`config.mk`:
```
export PLATFORM = sky130hd
export DESIGN_NAME = plus_minus_expression_evaluator
export DESIGN_NICKNAME = d
export VERILOG_FILES = /design/src/hw/rtl/pmee_pkg.sv /design/src/hw/rtl/plus_minus_expression_evaluator.sv
export SDC_FILE = /design/constraint.sdc
export NUM_CORES = 1
export LEC_CHECK = 0
export CAP_MARGIN = 20
export CORE_ASPECT_RATIO = 0.5
export CORE_MARGIN = 4
export CORE_UTILIZATION = 40
export DETAILED_ROUTE_END_ITERATION = 8
export DONT_BUFFER_PORTS = 1
export MAX_ROUTING_LAYER = met4
export SLEW_MARGIN = 10
export SYNTH_ARGS = -nofsm -noshare
export SYNTH_HDL_FRONTEND = slang
export SYNTH_SLANG_ARGS = --single-unit
```
`constraint.sdc`:
```
create_clock -name i_clk -period 14.3 [get_ports i_clk]
set_input_delay 2.145 -clock i_clk [delete_from_list [all_inputs] [get_ports i_clk]]
set_output_delay 2.145 -clock i_clk [all_outputs]
set_load 0.005 [all_outputs]
```
`src/hw/rtl/pmee_pkg.sv`:
```
package pmee_pkg;

    localparam int DEFAULT_SIGN_STACK_DEPTH = 64;

    localparam logic [7:0] CH_OPEN  = 8'h28;
    localparam logic [7:0] CH_CLOSE = 8'h29;
    localparam logic [7:0] CH_PLUS  = 8'h2B;
    localparam logic [7:0] CH_MINUS = 8'h2D;
    localparam logic [7:0] CH_SPACE = 8'h20;
    localparam logic [7:0] CH_ZERO  = 8'h30;
    localparam logic [7:0] CH_NINE  = 8'h39;

    localparam logic SIGN_PLUS  = 1'b0;
    localparam logic SIGN_MINUS = 1'b1;

    typedef logic [7:0]  t_char;
    typedef logic [31:0] t_word;

    function automatic t_word times_ten_plus(input t_word n, input t_char ch);
        t_char d;
        d = ch - CH_ZERO;
        return (n << 3) + (n << 1) + {28'd0, d[3:0]};
    endfunction

    function automatic t_word fold(input t_word total, input t_word n, input logic sign);
        return (sign == SIGN_MINUS) ? total - n : total + n;
    endfunction

endpackage

```
`src/hw/rtl/plus_minus_expression_evaluator.sv`:
```
// Evaluates a '+'/'-' expression with parentheses, one ASCII byte per request and one
// request per clock cycle with no gaps between bytes or between expressions. Digits build
// a decimal number modulo 2^32; any other byte folds it into the total, '+'/'-' pick the
// sign from the top of the parenthesis sign stack, '(' pushes and ')' pops it. Bytes
// other than digits, operators and parentheses act as spaces. The request marked last
// produces one result (32-bit wrapping total and a nesting error flag) in the next cycle
// and restarts the evaluator. The sign stack lives in a registered-read RAM of
// SIGN_STACK_DEPTH entries; the top of stack is held in a register and the entry below
// it is read ahead every cycle, so a pop needs no wait. Nesting past the stack depth or
// an unmatched ')' sets the flag until the end of the expression. The input stalls only
// while a result waits in the output register and the output side stalls.
module plus_minus_expression_evaluator
    import pmee_pkg::*;
#(
    parameter int SIGN_STACK_DEPTH = DEFAULT_SIGN_STACK_DEPTH
) (
    input  logic        i_clk,
    input  logic        i_rst_n,
    input  logic        i_valid,
    output logic        o_stall,
    input  logic [7:0]  i_character,
    input  logic        i_last,
    output logic        o_valid,
    input  logic        i_stall,
    output logic signed [31:0] o_value,
    output logic        o_nesting_error
);

    localparam int LW = $clog2(SIGN_STACK_DEPTH + 1);
    localparam int AW = $clog2(SIGN_STACK_DEPTH);

    logic              r_sign_stack [SIGN_STACK_DEPTH];
    logic              r_below;
    logic [LW-1:0]     r_level,   n_level;
    logic              r_top,     n_top;
    logic              r_sign,    n_sign;
    t_word             r_pending, n_pending;
    t_word             r_total,   n_total;
    logic              r_error,   n_error;
    logic              r_out_valid;
    t_word             r_out_value;
    logic              r_out_error;

    logic              accept;
    logic              is_digit;
    logic              push_ok;
    logic              pop_ok;
    logic              do_push;
    t_word             digit_pending;
    t_word             folded_total;
    t_word             final_total;
    logic [AW-1:0]     rd_addr;
    logic [LW-1:0]     below_level;

    assign o_stall = r_out_valid && i_stall;
    assign accept  = i_valid && !o_stall;

    assign is_digit      = (i_character >= CH_ZERO) && (i_character <= CH_NINE);
    assign push_ok       = r_level < LW'(SIGN_STACK_DEPTH);
    assign pop_ok        = r_level > LW'(1);
    assign digit_pending = times_ten_plus(r_pending, i_character);
    assign folded_total  = fold(r_total, r_pending, r_sign);
    assign final_total   = is_digit ? fold(r_total, digit_pending, r_sign) : folded_total;
    assign do_push       = accept && !is_digit && (i_character == CH_OPEN) && push_ok;

    always_comb begin
        n_level   = r_level;
        n_top     = r_top;
        n_sign    = r_sign;
        n_pending = r_pending;
        n_total   = r_total;
        n_error   = r_error;
        if (accept) begin
            if (is_digit) begin
                n_pending = digit_pending;
            end else begin
                n_pending = '0;
                n_total   = folded_total;
                unique case (i_character)
                    CH_PLUS:  n_sign = r_top;
                    CH_MINUS: n_sign = ~r_top;
                    CH_OPEN: begin
                        if (push_ok) begin
                            n_level = r_level + LW'(1);
                            n_top   = r_sign;
                        end else begin
                            n_error = 1'b1;
                        end
                    end
                    CH_CLOSE: begin
                        if (pop_ok) begin
                            n_level = r_level - LW'(1);
                            // entry zero is always plus
                            n_top   = (r_level == LW'(2)) ? SIGN_PLUS : r_below;
                        end else begin
                            n_error = 1'b1;
                        end
                    end
                    default: ;
                endcase
            end
            if (i_last) begin
                n_level   = LW'(1);
                n_top     = SIGN_PLUS;
                n_sign    = SIGN_PLUS;
                n_pending = '0;
                n_total   = '0;
                n_error   = 1'b0;
            end
        end
    end

    assign below_level = n_level - LW'(2);
    assign rd_addr     = below_level[AW-1:0];

    // sign stack RAM, read ahead at the entry below the next top
    always_ff @(posedge i_clk) begin
        if (do_push) begin
            r_sign_stack[r_level[AW-1:0]] <= r_sign;
        end
        r_below <= r_sign_stack[rd_addr];
    end

    always_ff @(posedge i_clk) begin
        if (!i_rst_n) begin
            r_level     <= LW'(1);
            r_top       <= SIGN_PLUS;
            r_sign      <= SIGN_PLUS;
            r_pending   <= '0;
            r_total     <= '0;
            r_error     <= 1'b0;
            r_out_valid <= 1'b0;
        end else begin
            r_level   <= n_level;
            r_top     <= n_top;
            r_sign    <= n_sign;
            r_pending <= n_pending;
            r_total   <= n_total;
            r_error   <= n_error;
            if (accept && i_last) begin
                r_out_valid <= 1'b1;
            end else if (!i_stall) begin
                r_out_valid <= 1'b0;
            end
        end
    end

    always_ff @(posedge i_clk) begin
        if (accept && i_last) begin
            r_out_value <= final_total;
            r_out_error <= r_error
                        || (!is_digit && (i_character == CH_OPEN) && !push_ok)
                        || (!is_digit && (i_character == CH_CLOSE) && !pop_ok);
        end
    end

    assign o_valid         = r_out_valid;
    assign o_value         = r_out_value;
    assign o_nesting_error = r_out_error;

    a_level_range: assert property (@(posedge i_clk) disable iff (!i_rst_n)
        (r_level >= LW'(1)) && (r_level <= LW'(SIGN_STACK_DEPTH)))
        else $error("stack level out of range");

    a_base_plus: assert property (@(posedge i_clk) disable iff (!i_rst_n)
        (r_level == LW'(1)) |-> (r_top == SIGN_PLUS))
        else $error("top of empty stack is not plus");

    a_result_out: assert property (@(posedge i_clk) disable iff (!i_rst_n)
        (accept && i_last) |=> o_valid)
        else $error("last request produced no result");

    a_push_level: assert property (@(posedge i_clk) disable iff (!i_rst_n)
        (do_push && !i_last) |=> (r_level == $past(r_level) + LW'(1)))
        else $error("push did not raise stack level");

    a_restart: assert property (@(posedge i_clk) disable iff (!i_rst_n)
        (accept && i_last) |=> ((r_level == LW'(1)) && !r_error && (r_total == '0)))
        else $error("evaluator not restarted after last request");

endmodule
```
==> results of run 1 <==
registers in the layout, summed over array words and instances, names as in the netlist, 7 cells and up:
name / cells
o_value: 32
r_level: 7
r_pending: 32
r_sign_stack: 64
r_total: 32
worst max-delay path, cell delays in order:
cell and delay, ps:
inv_1 30, fa_1 590, inv_1 60, ha_1 290, a211oi_2 360, o21ai_2 170
a221oi_2 370, o21a_1 210, xor2_1 410, o2111ai_2 300, nor3_1 290, a21oi_1 120
xor2_1 180, ha_1 370, a21o_1 210, a21oi_1 210, o221ai_1 140, a21o_1 190
a21o_1 190, nor3_1 140, a21oi_1 120, a21oi_1 220, o21bai_1 120, nor4b_1 150
a2111o_1 350
power breakdown:
group / switching, mW / internal (mW) / total (mW)
logic: 0.277 / 0.198 / 0.475
registers: 0.0319 / 0.580 / 0.612
clock network: 0.214 / 0.287 / 0.501
total: 0.523 / 1.07 / 1.59
layout make-up:
| type | instances | area [sq um] |
|---|---|---|
| clock buffers | 21 | 460 |
| clock inverters | 11 | 156 |
| fillers | 3443 | 19500 |
| inverters | 66 | 248 |
| multi-input cells | 1337 | 9340 |
| flip-flops and latches | 173 | 4440 |
| well taps | 475 | 594 |
| repair buffers | 10 | 75.1 |
through the flow:
step                setup slack [ps]  power [mW]  area [sq um]
floorplan                       6770       0.970         14300
global placement                6270        1.09         14700
detailed placement              6220        1.09         14700
CTS                             6680        1.59         15300
global route                    6130        1.67         15300
finish                          6540        1.59         15300
worst paths after layout:
| check | startpoint | endpoint | slack [ps] |
|---|---|---|---|
| worst max-delay path | i_character[3] | o_value[30] | 6540 |
| worst min-delay path | r_error | r_error | 500 |
| worst max register to register | r_pending[0] | o_value[30] | 7540 |
| worst min register to register | r_error | r_error | 500 |
cells by family after synthesis:
family / count (synthesis)
AND/OR/NAND/NOR: 568
AO/OA/AOI/OAI: 443
flip-flops: 173
XOR/XNOR: 137
adder cells (fa/ha/maj): 131
buffers and inverters: 129
multiplexers: 58
Yosys cell counts (24+ instances only):
library cell and instances:
xor2_1 41, nand3_1 37, dfxtp_1 76, nand2_1 130
a22oi_1 47, mux2i_1 47, inv_1 64, ha_1 127
and2_1 29, nor2b_1 59, xnor2_1 96, edfxtp_1 97
and3_1 24, a21o_1 39, o21ai_0 87, nor2_1 167
nor3_1 39, clkbuf_1 46, a21oi_1 114
per-layer routing:
layer  global-route usage (%)  wire length (um)  share of wire [%]  up-vias
met5                        -                 0                  0        -
met4                     3.36               299               0.76        0
met1                     30.5             20300                 52     5758
met2                     30.2             16500                 42      284
li1                         -                 -                  -     5948
met3                     3.90              2230                5.7       19
==> run metrics, run 1 <==
outcome=complete, no violations; cts repair resizes=0; Post-Synthesis Cells=1639; # DRC=0; TritonCTS clock tree=yes; clock sinks=173; Setup TNS=0 ps; Clk pin slew, worst setup/hold paths=70 ps; Finished Layout Cells=2093; input/output buffers=0; Top FF cell, synth=edfxtp_1; first-pass GRT wire length=between 60 and 70 mm; Area contributors post-synth=edfxtp_1 20%, ha_1 11%, dfxtp_1 11%; total leakage power=~6.3 nW; vias per cell=between 5 and 6; Synth area leader=edfxtp_1; CTS Buffer Depth=2; CP startpoint kind=input pin; first-pass iteration count of the detailed router=6; Cell variety after synth=90; diode count=0; synthesis-to-layout area growth=7.18%; type of the worst setup path=input pin to register; Min-Delay Path Depth=1; commonest non-fill, non-tap cell in the layout=nor2_1; EDFF count, synth=97; chip width=275 um; largest net degree at the start of global routing=80; setup violators final=0; CP Max Fanout=5; placed cells=2060; Ports=48; adder-cell area share of the yosys netlist=11.7%; cts hold-fix bufs=0; crit path DAT=7950 ps; Yosys top cell area share=20.4%; total number of vias=12000; post-synthesis simple-gate area fraction=about a fifth; global placement routability congestion=a little over 0.9; worst min path class=register to register; Tot GR Track Use=20.8%; Net Count, Synth=1783; Final period util=between 50% and 60%; Initial Util=slightly above 40%; most frequent cells in the layout=167 x nor2_1, 130 x nand2_1, 127 x ha_1; max cap viols=0; xor/xnor share of the synthesized area=8.40%; multiplexer share of the synthesized area=4.79%; Clock Latency Late Sink=450 ps; Post-CTS Setup Bufs=0; Worst-Margin Slew=1100 ps; Root Buffer=clkbuf_16; Initial DRC Count=about 1100; Crit. End Element=register; Mean Syn Cell Area=a little under 9 sq um; WL/cell=18.8 um; asr flop ratio synth=0%; CTS buffer count=17; htree depth=4; register area share after synthesis=31.0%; fin nets=1749; Final Hold Viols=0; Min Hold Slack=approximately 500 ps; f_max=around 0.13 GHz; Pwr Density=104 nW/um^2; reg2reg path depth=25; complex-gate fraction of the synthesized area=20.6%; relative slew slack=25.9%; Final min period=approximately 7800 ps; Synth Warn #=0; CORE AREA=around 35000 sq um; Setup Skew=around 15 ps; layout cells sized above 1=5.44%; number of global-route vias before repair=approximately 11000; flops & latches, synth=roughly 170; unrepaired setup endpoints after global routing=no; largest family of logic cells by synthesized area=compound AO/OA/AOI/OAI gates; Synth Cell Area=14300 sq um; die footprint=slightly below 40000 sq um; height of the die=142 um; initial antenna violation count=0; total grt overflow=0; maximum vdd drop=0.0882 mV; Post-Route WL=39.3 mm; FP Rows=48; Post-DRT Antenna Nets=0; Slew Viols, Final=0; critical path required time=about 14000 ps; Post-DP HPWL=between 20 and 30 mm; fin util=44.0%
Note: power is estimated with default switching activity, not from simulation.
==> inputs of run 2 (changes only) <==
Clock period 14.3 ns to 7 ns, I/O delays scaled along.
==> run 2 against run 1 <==
  * Worst setup slack lost 6100 ps
  * Non-clock buffer count is 16 higher
  * Largest cell class unchanged
  * Critical endpoint unchanged
  * Count of clock-buffer cells in the layout up 3
  * Cell area increased by 0.43%
  * First-iteration DRC count grew 7.7%
  * Clock power up 89%
  * Global-route usage increased by 0.13 points
  * Clock skew decreased by 2.7 ps
  * Die area unchanged
  * Register-to-register slack got worse by 7000 ps
  * Combinational power rose by 110%
  * Sequential power grew 100%
==> run metrics, run 2 (synthesis gave the netlist of run 1 again) <==
chip width=275 um (unchanged); max cap viols=0 (unchanged); WL/cell=18.6 um (-1.0%); Post-DP HPWL=29.6 mm (+0.29%); top sig layer=met4; worst min path class=register to register; crit path DAT=6720 ps (-1230 ps); unrepaired setup endpoints after global routing=no; Min-Delay Path Depth=2 (+1); Setup Skew=12.7 ps (-2.69 ps); Pwr Density=207 nW/um^2 (+100%); htree depth=4 (unchanged); DR WL met2=16.1 mm (-2.2%); first-pass iteration count of the detailed router=7 (+1); Post-DRT Antenna Nets=0 (unchanged); critical path required time=7200 ps (-7290 ps); CP max stage cell=fa_1; height of the die=142 um (unchanged); clock sinks=173 (unchanged); synthesis-to-layout area growth=7.64%; delay-heaviest family, CP=simple AND/OR/NAND/NOR gates; f_max=approximately 0.15 GHz; Final min period=6520 ps; hold worst-path end=r_total[31]; Crit. End Element=register; worst hold start=r_total[31]; CTS buffer count=17 (unchanged); initial antenna violation count=2 (+2); Root Buffer=clkbuf_16; Worst-Margin Slew=935 ps (-167 ps); final instance area=15400 sq um (+0.43%); setup violators final=0 (unchanged); Largest register FFs=64 (unchanged); vias per cell=5.68 (-0.94%); total number of vias=12000 (-0.18%); Post-CTS Setup Bufs=0 (unchanged); Final period util=93.2%; CTS Buffer Depth=2 (unchanged); Net Sw Frac=33.3% (+0.43 points); reg2reg setup slack=540 ps (-7000 ps); total leakage power=6.33 nW (+0.79%); relative slew slack=36.9% (+11 points); M1 wire length=20.0 mm (-1.1%); CP startpoint kind=input pin; most frequent cells in the layout=167 x nor2_1, 130 x nand2_1, 127 x ha_1; Tot GR Track Use=20.9% (+0.13 points); maximum vdd drop=0.156 mV (+77%); number of global-route vias before repair=11100 (-0.82%); Initial Util=41.0% (unchanged); global placement routability congestion=0.899 (-3.5%); Gate power share=30.9% (+1.0 points); CP Max Fanout=5 (unchanged); DP Area=14800 sq um (+0.82%); Clock Latency Late Sink=450 ps (about the same); # DRC=0 (unchanged); TritonCTS clock tree=yes; first-pass GRT wire length=62.3 mm (+0.23%); wire length on met3=2.50 mm (+12%); cts repair resizes=0 (unchanged); CORE AREA=34800 sq um (unchanged); switching power total=1.06 mW (+100%); Top cell by count, worst path=a21oi_1; reg2reg path depth=23 (-8.0%); internal power=2.12 mW (+99%); Buf/Inv on CP=1 (-1); Clock Power Share=29.8% (-1.7 points); total grt overflow=0 (unchanged); FP Rows=48 (unchanged); fin nets=1765 (+0.91%); crit path cell chain=inv_1, fa_1, fa_1, nor2b_1, or4b_1, or3_1, nor3_2, nand4_1, nor3_1, a21oi_1, xor2_1, ha_1, a21o_1, a21oi_1, o221ai_1, a21o_1, a21o_1, nor3_1, a21oi_1, a21oi_1, o21bai_1, nor4b_1, a2111o_1; die footprint=39000 sq um (unchanged); R2R Path Start=r_pending[0]; input/output buffers=0 (unchanged); sequential share of power=39.3% (+0.7 points); largest net degree at the start of global routing=80 (unchanged); cts hold-fix bufs=0 (unchanged); Setup TNS=0 ps (unchanged); RR Endpoint=o_value[30]; outcome=complete, no violations; diode count=0 (unchanged); type of the worst setup path=input pin to register; critical path's largest stage delay=570 ps (-20 ps); Initial DRC Count=1133 (+7.7%); Post-Route WL=39.2 mm (-0.27%); commonest non-fill, non-tap cell in the layout=nor2_1; Clk pin slew, worst setup/hold paths=70 ps (about the same); Slew Viols, Final=0 (unchanged); layout cells sized above 1=6.12% (+0.68 points); Final Hold Viols=0 (unchanged); Ports=48 (unchanged)
-- run 2: cell types whose count changed in the layout (fill, tap and decap cells not counted), sizes merged --
cell	change
buf	+16
clkbuf	+3
clkinv	-2
bufinv	-1
clkinvlp	+1
inv	-1
-- run 2: final cells by class --
cell class / instances / area (sq um)
fillers: 3415 / 19500
multi-input cells: 1337 / 9340
repair buffers: 26 / 195
clock inverters: 8 / 110
inverters: 66 / 248
flip-flops and latches: 173 / 4440
clock buffers: 24 / 452
well taps: 475 / 594
-- run 2: how the worst max path moves through the flow --
stage	from	endpoint	slack, ps	cells past startpoint
after floorplan	i_character[3]	o_value[29]	560	23
after global placement	i_character[3]	o_value[31]	170	24
after detailed placement	i_character[3]	o_value[31]	80	24
after CTS	i_character[3]	o_value[30]	530	23
after global routing	i_character[3]	o_value[31]	80	23
final	i_character[3]	o_value[30]	480	23
-- run 2: worst min-delay path, stage by stage, from the launching register on --
cell and delay (ps):
dfxtp_1 340, nand2_1 60, a21boi_0 70
-- run 2: routing by layer --
layer	global-route usage (%)	up-vias
met1	30.7	5662
met3	4.19	26
met5	-	-
li1	-	5984
met4	4.52	0
met2	29.6	315
-- run 2: through the flow --
stage / utilization [%] / hold WS [ps] / instances / setup WS [ps] / total power [mW]
2_1_floorplan: - / 471 / 1639 / 565 / 1.98
3_3_place_gp: 42.5 / 494 / 2076 / 174 / 2.23
3_5_place_dp: 42.5 / 497 / 2076 / 77.0 / 2.24
4_1_cts: 44.1 / 510 / 2108 / 525 / 3.18
5_1_grt: 44.1 / 528 / 2109 / 75.7 / 3.35
6_report: 44.1 / 509 / 2109 / 479 / 3.18
-- run 2: power groups by stage --
stage	Sequential (mW)	Combinational, mW	Clock (mW)
5_1_grt	1.25	1.09	1.01
4_1_cts	1.25	0.970	0.963
2_1_floorplan	1.24	0.740	0
3_5_place_dp	1.27	0.964	0
6_report	1.25	0.984	0.948
3_3_place_gp	1.27	0.957	0
==> inputs of run 3 (changes only) <==
Settings changed: CORE_MARGIN 4 to 2, CORE_UTILIZATION 40 to 34.
==> run 3 against run 2 <==
  * Clock power increased by 5.4%
  * Sequential power about the same
  * Global-route usage decreased by 2.5 points
  * Largest power group unchanged
  * Worst hold slack about the same
  * Combinational power decreased by 1%
  * Non-clock buffer count increased by 4
  * Sequential cell count unchanged
  * Maximum frequency increased by 0.17%
  * Count of clock-buffer cells in the layout decreased by 6
  * Highest routed layer unchanged
  * Clock skew increased by 4.9 ps
==> run metrics, run 3 (synthesis gave the netlist of run 1 again) <==
CTS Buffer Depth=2 (unchanged); fin nets=1769 (+0.23%); Initial Util=34.2% (-6.8 points); Clock Power Share=31.1% (+1.3 points); Net Sw Frac=33.3% (about the same); Post-DP HPWL=29.4 mm (-0.57%); switching power total=1.07 mW (+0.97%); Ports=48 (unchanged); crit path DAT=6700 ps (-20 ps); TritonCTS clock tree=yes; Setup Skew=17.5 ps (+4.85 ps); setup violators final=0 (unchanged); WL/cell=17.7 um (-4.6%); first-pass iteration count of the detailed router=5 (-2); height of the die=149 um (+5.2%); cts repair resizes=0 (unchanged); Crit. End Element=register; largest net degree at the start of global routing=80 (unchanged); Root Buffer=clkbuf_16; total leakage power=6.38 nW (+0.83%); Post-Route WL=38.8 mm (-0.99%); Clock Latency Late Sink=440 ps (about the same); total number of vias=11900 (-1.0%); unrepaired setup endpoints after global routing=no; maximum vdd drop=0.132 mV (-15%); initial antenna violation count=0 (-2); critical path required time=7190 ps (about the same); Final Hold Viols=0 (unchanged); Tot GR Track Use=18.4% (-2.5 points); vias per cell=5.42 (-4.6%); number of global-route vias before repair=11000 (-0.98%); CP Max Fanout=5 (unchanged); # DRC=0 (unchanged); Post-DRT Antenna Nets=0 (unchanged); Worst-Margin Slew=876 ps (-58.5 ps); fin util=37.3% (-6.9 points); CTS buffer count=17 (unchanged); CORE AREA=41700 sq um (+20%); type of the worst setup path=register to register; layout cells sized above 1=6.78% (+0.66 points); Slew Viols, Final=0 (unchanged); Pwr Density=207 nW/um^2 (-0.17%); htree depth=4 (unchanged); sequential share of power=38.7% (-0.6 points); chip width=294 um (+6.8%); relative slew slack=40.8% (+4.0 points); Post-CTS Setup Bufs=0 (unchanged); most frequent cells in the layout=167 x nor2_1, 130 x nand2_1, 127 x ha_1; diode count=0 (unchanged); global placement routability congestion=0.928 (+3.3%); Clk pin slew, worst setup/hold paths=70 ps (about the same); die footprint=43800 sq um (+12%); synthesis-to-layout area growth=8.87%; Initial DRC Count=925 (-18%); outcome=complete, no violations; input/output buffers=0 (unchanged); FP Rows=53 (+10%); first-pass GRT wire length=61.8 mm (-0.84%); CP startpoint kind=register; total grt overflow=0 (unchanged); clock sinks=173 (unchanged); commonest non-fill, non-tap cell in the layout=nor2_1; f_max=0.154 GHz (+0.17%); Gate power share=30.2% (-0.7 points); max cap viols=0 (unchanged); Final period util=93.0% (-0.15 points); Setup TNS=0 ps (unchanged); Final min period=6510 ps (-10.8 ps); worst min path class=register to register; cts hold-fix bufs=0 (unchanged); Largest register FFs=64 (unchanged); internal power=2.14 mW (+0.98%)
-- run 3: cell types whose count changed in the layout (fill, tap and decap cells not counted), sizes merged --
cell,previous run,this run
buf,26,30
clkbuf,24,18
clkinv,3,4
inv,67,72
-- run 3: cell type report --
cell class | instances | area [sq um]
clock inverters | 14 | 175
well taps | 550 | 688
flip-flops and latches | 173 | 4440
multi-input cells | 1337 | 9340
clock buffers | 18 | 439
inverters | 66 | 248
fillers | 4201 | 26200
repair buffers | 30 | 225
-- run 3: worst paths after layout --
kind / startpoint / endpoint / slack (ps) / cells past startpoint
max: r_pending[0] / o_value[30] / 490 / 23
min: r_total[31] / r_total[31] / 510 / 2
max reg2reg: r_pending[0] / o_value[30] / 490 / 23
min reg2reg: r_total[31] / r_total[31] / 510 / 2
-- run 3: worst max-delay path, cell delays in order, from the launching register on --
cell and delay, ps:
dfxtp_1 530, inv_1 150, fa_1 550, fa_1 580, nor2b_1 190, or4b_1 490, or3_1 390, nor3_2 150
nand4_1 240, nor3_1 300, a21oi_1 120, xor2_1 170, ha_1 350, a21o_1 210, a21oi_1 220, o221ai_1 150
a21o_1 200, a21o_1 190, nor3_1 140, a21oi_1 120, a21oi_1 220, o21bai_1 110, nor4b_1 150, a2111o_1 350
-- run 3: power groups by stage --
| stage | Combinational (mW) | Clock, mW | Sequential (mW) |
|---|---|---|---|
| final | 0.970 | 0.999 | 1.25 |
| after global routing | 1.08 | 1.06 | 1.25 |
| after CTS | 0.963 | 1.02 | 1.25 |
| after detailed placement | 0.958 | 0 | 1.27 |
| after global placement | 0.955 | 0 | 1.27 |
| after floorplan | 0.740 | 0 | 1.24 |
-- run 3: routing by layer --
layer | wire length, um | up-vias | GRT usage, % | share of wire (%)
li1 | - | 5991 | - | -
met1 | 19800 | 5580 | 26.9 | 51
met2 | 16500 | 264 | 26.9 | 43
met3 | 1910 | 32 | 2.18 | 4.9
met4 | 591 | 0 | 4.52 | 1.5
met5 | 0 | - | - | 0
-- run 3: through the flow --
| stage | power [mW] | cell area (sq um) | cells | setup slack, ps | hold WS [ps] |
|---|---|---|---|---|---|
| after floorplan | 1.98 | 14300 | 1639 | 565 | 471 |
| after global placement | 2.22 | 14900 | 2155 | 185 | 482 |
| after detailed placement | 2.23 | 14900 | 2155 | 151 | 492 |
| after CTS | 3.23 | 15500 | 2187 | 574 | 508 |
| after global routing | 3.39 | 15600 | 2188 | 21.1 | 533 |
| final | 3.21 | 15600 | 2188 | 490 | 509 |
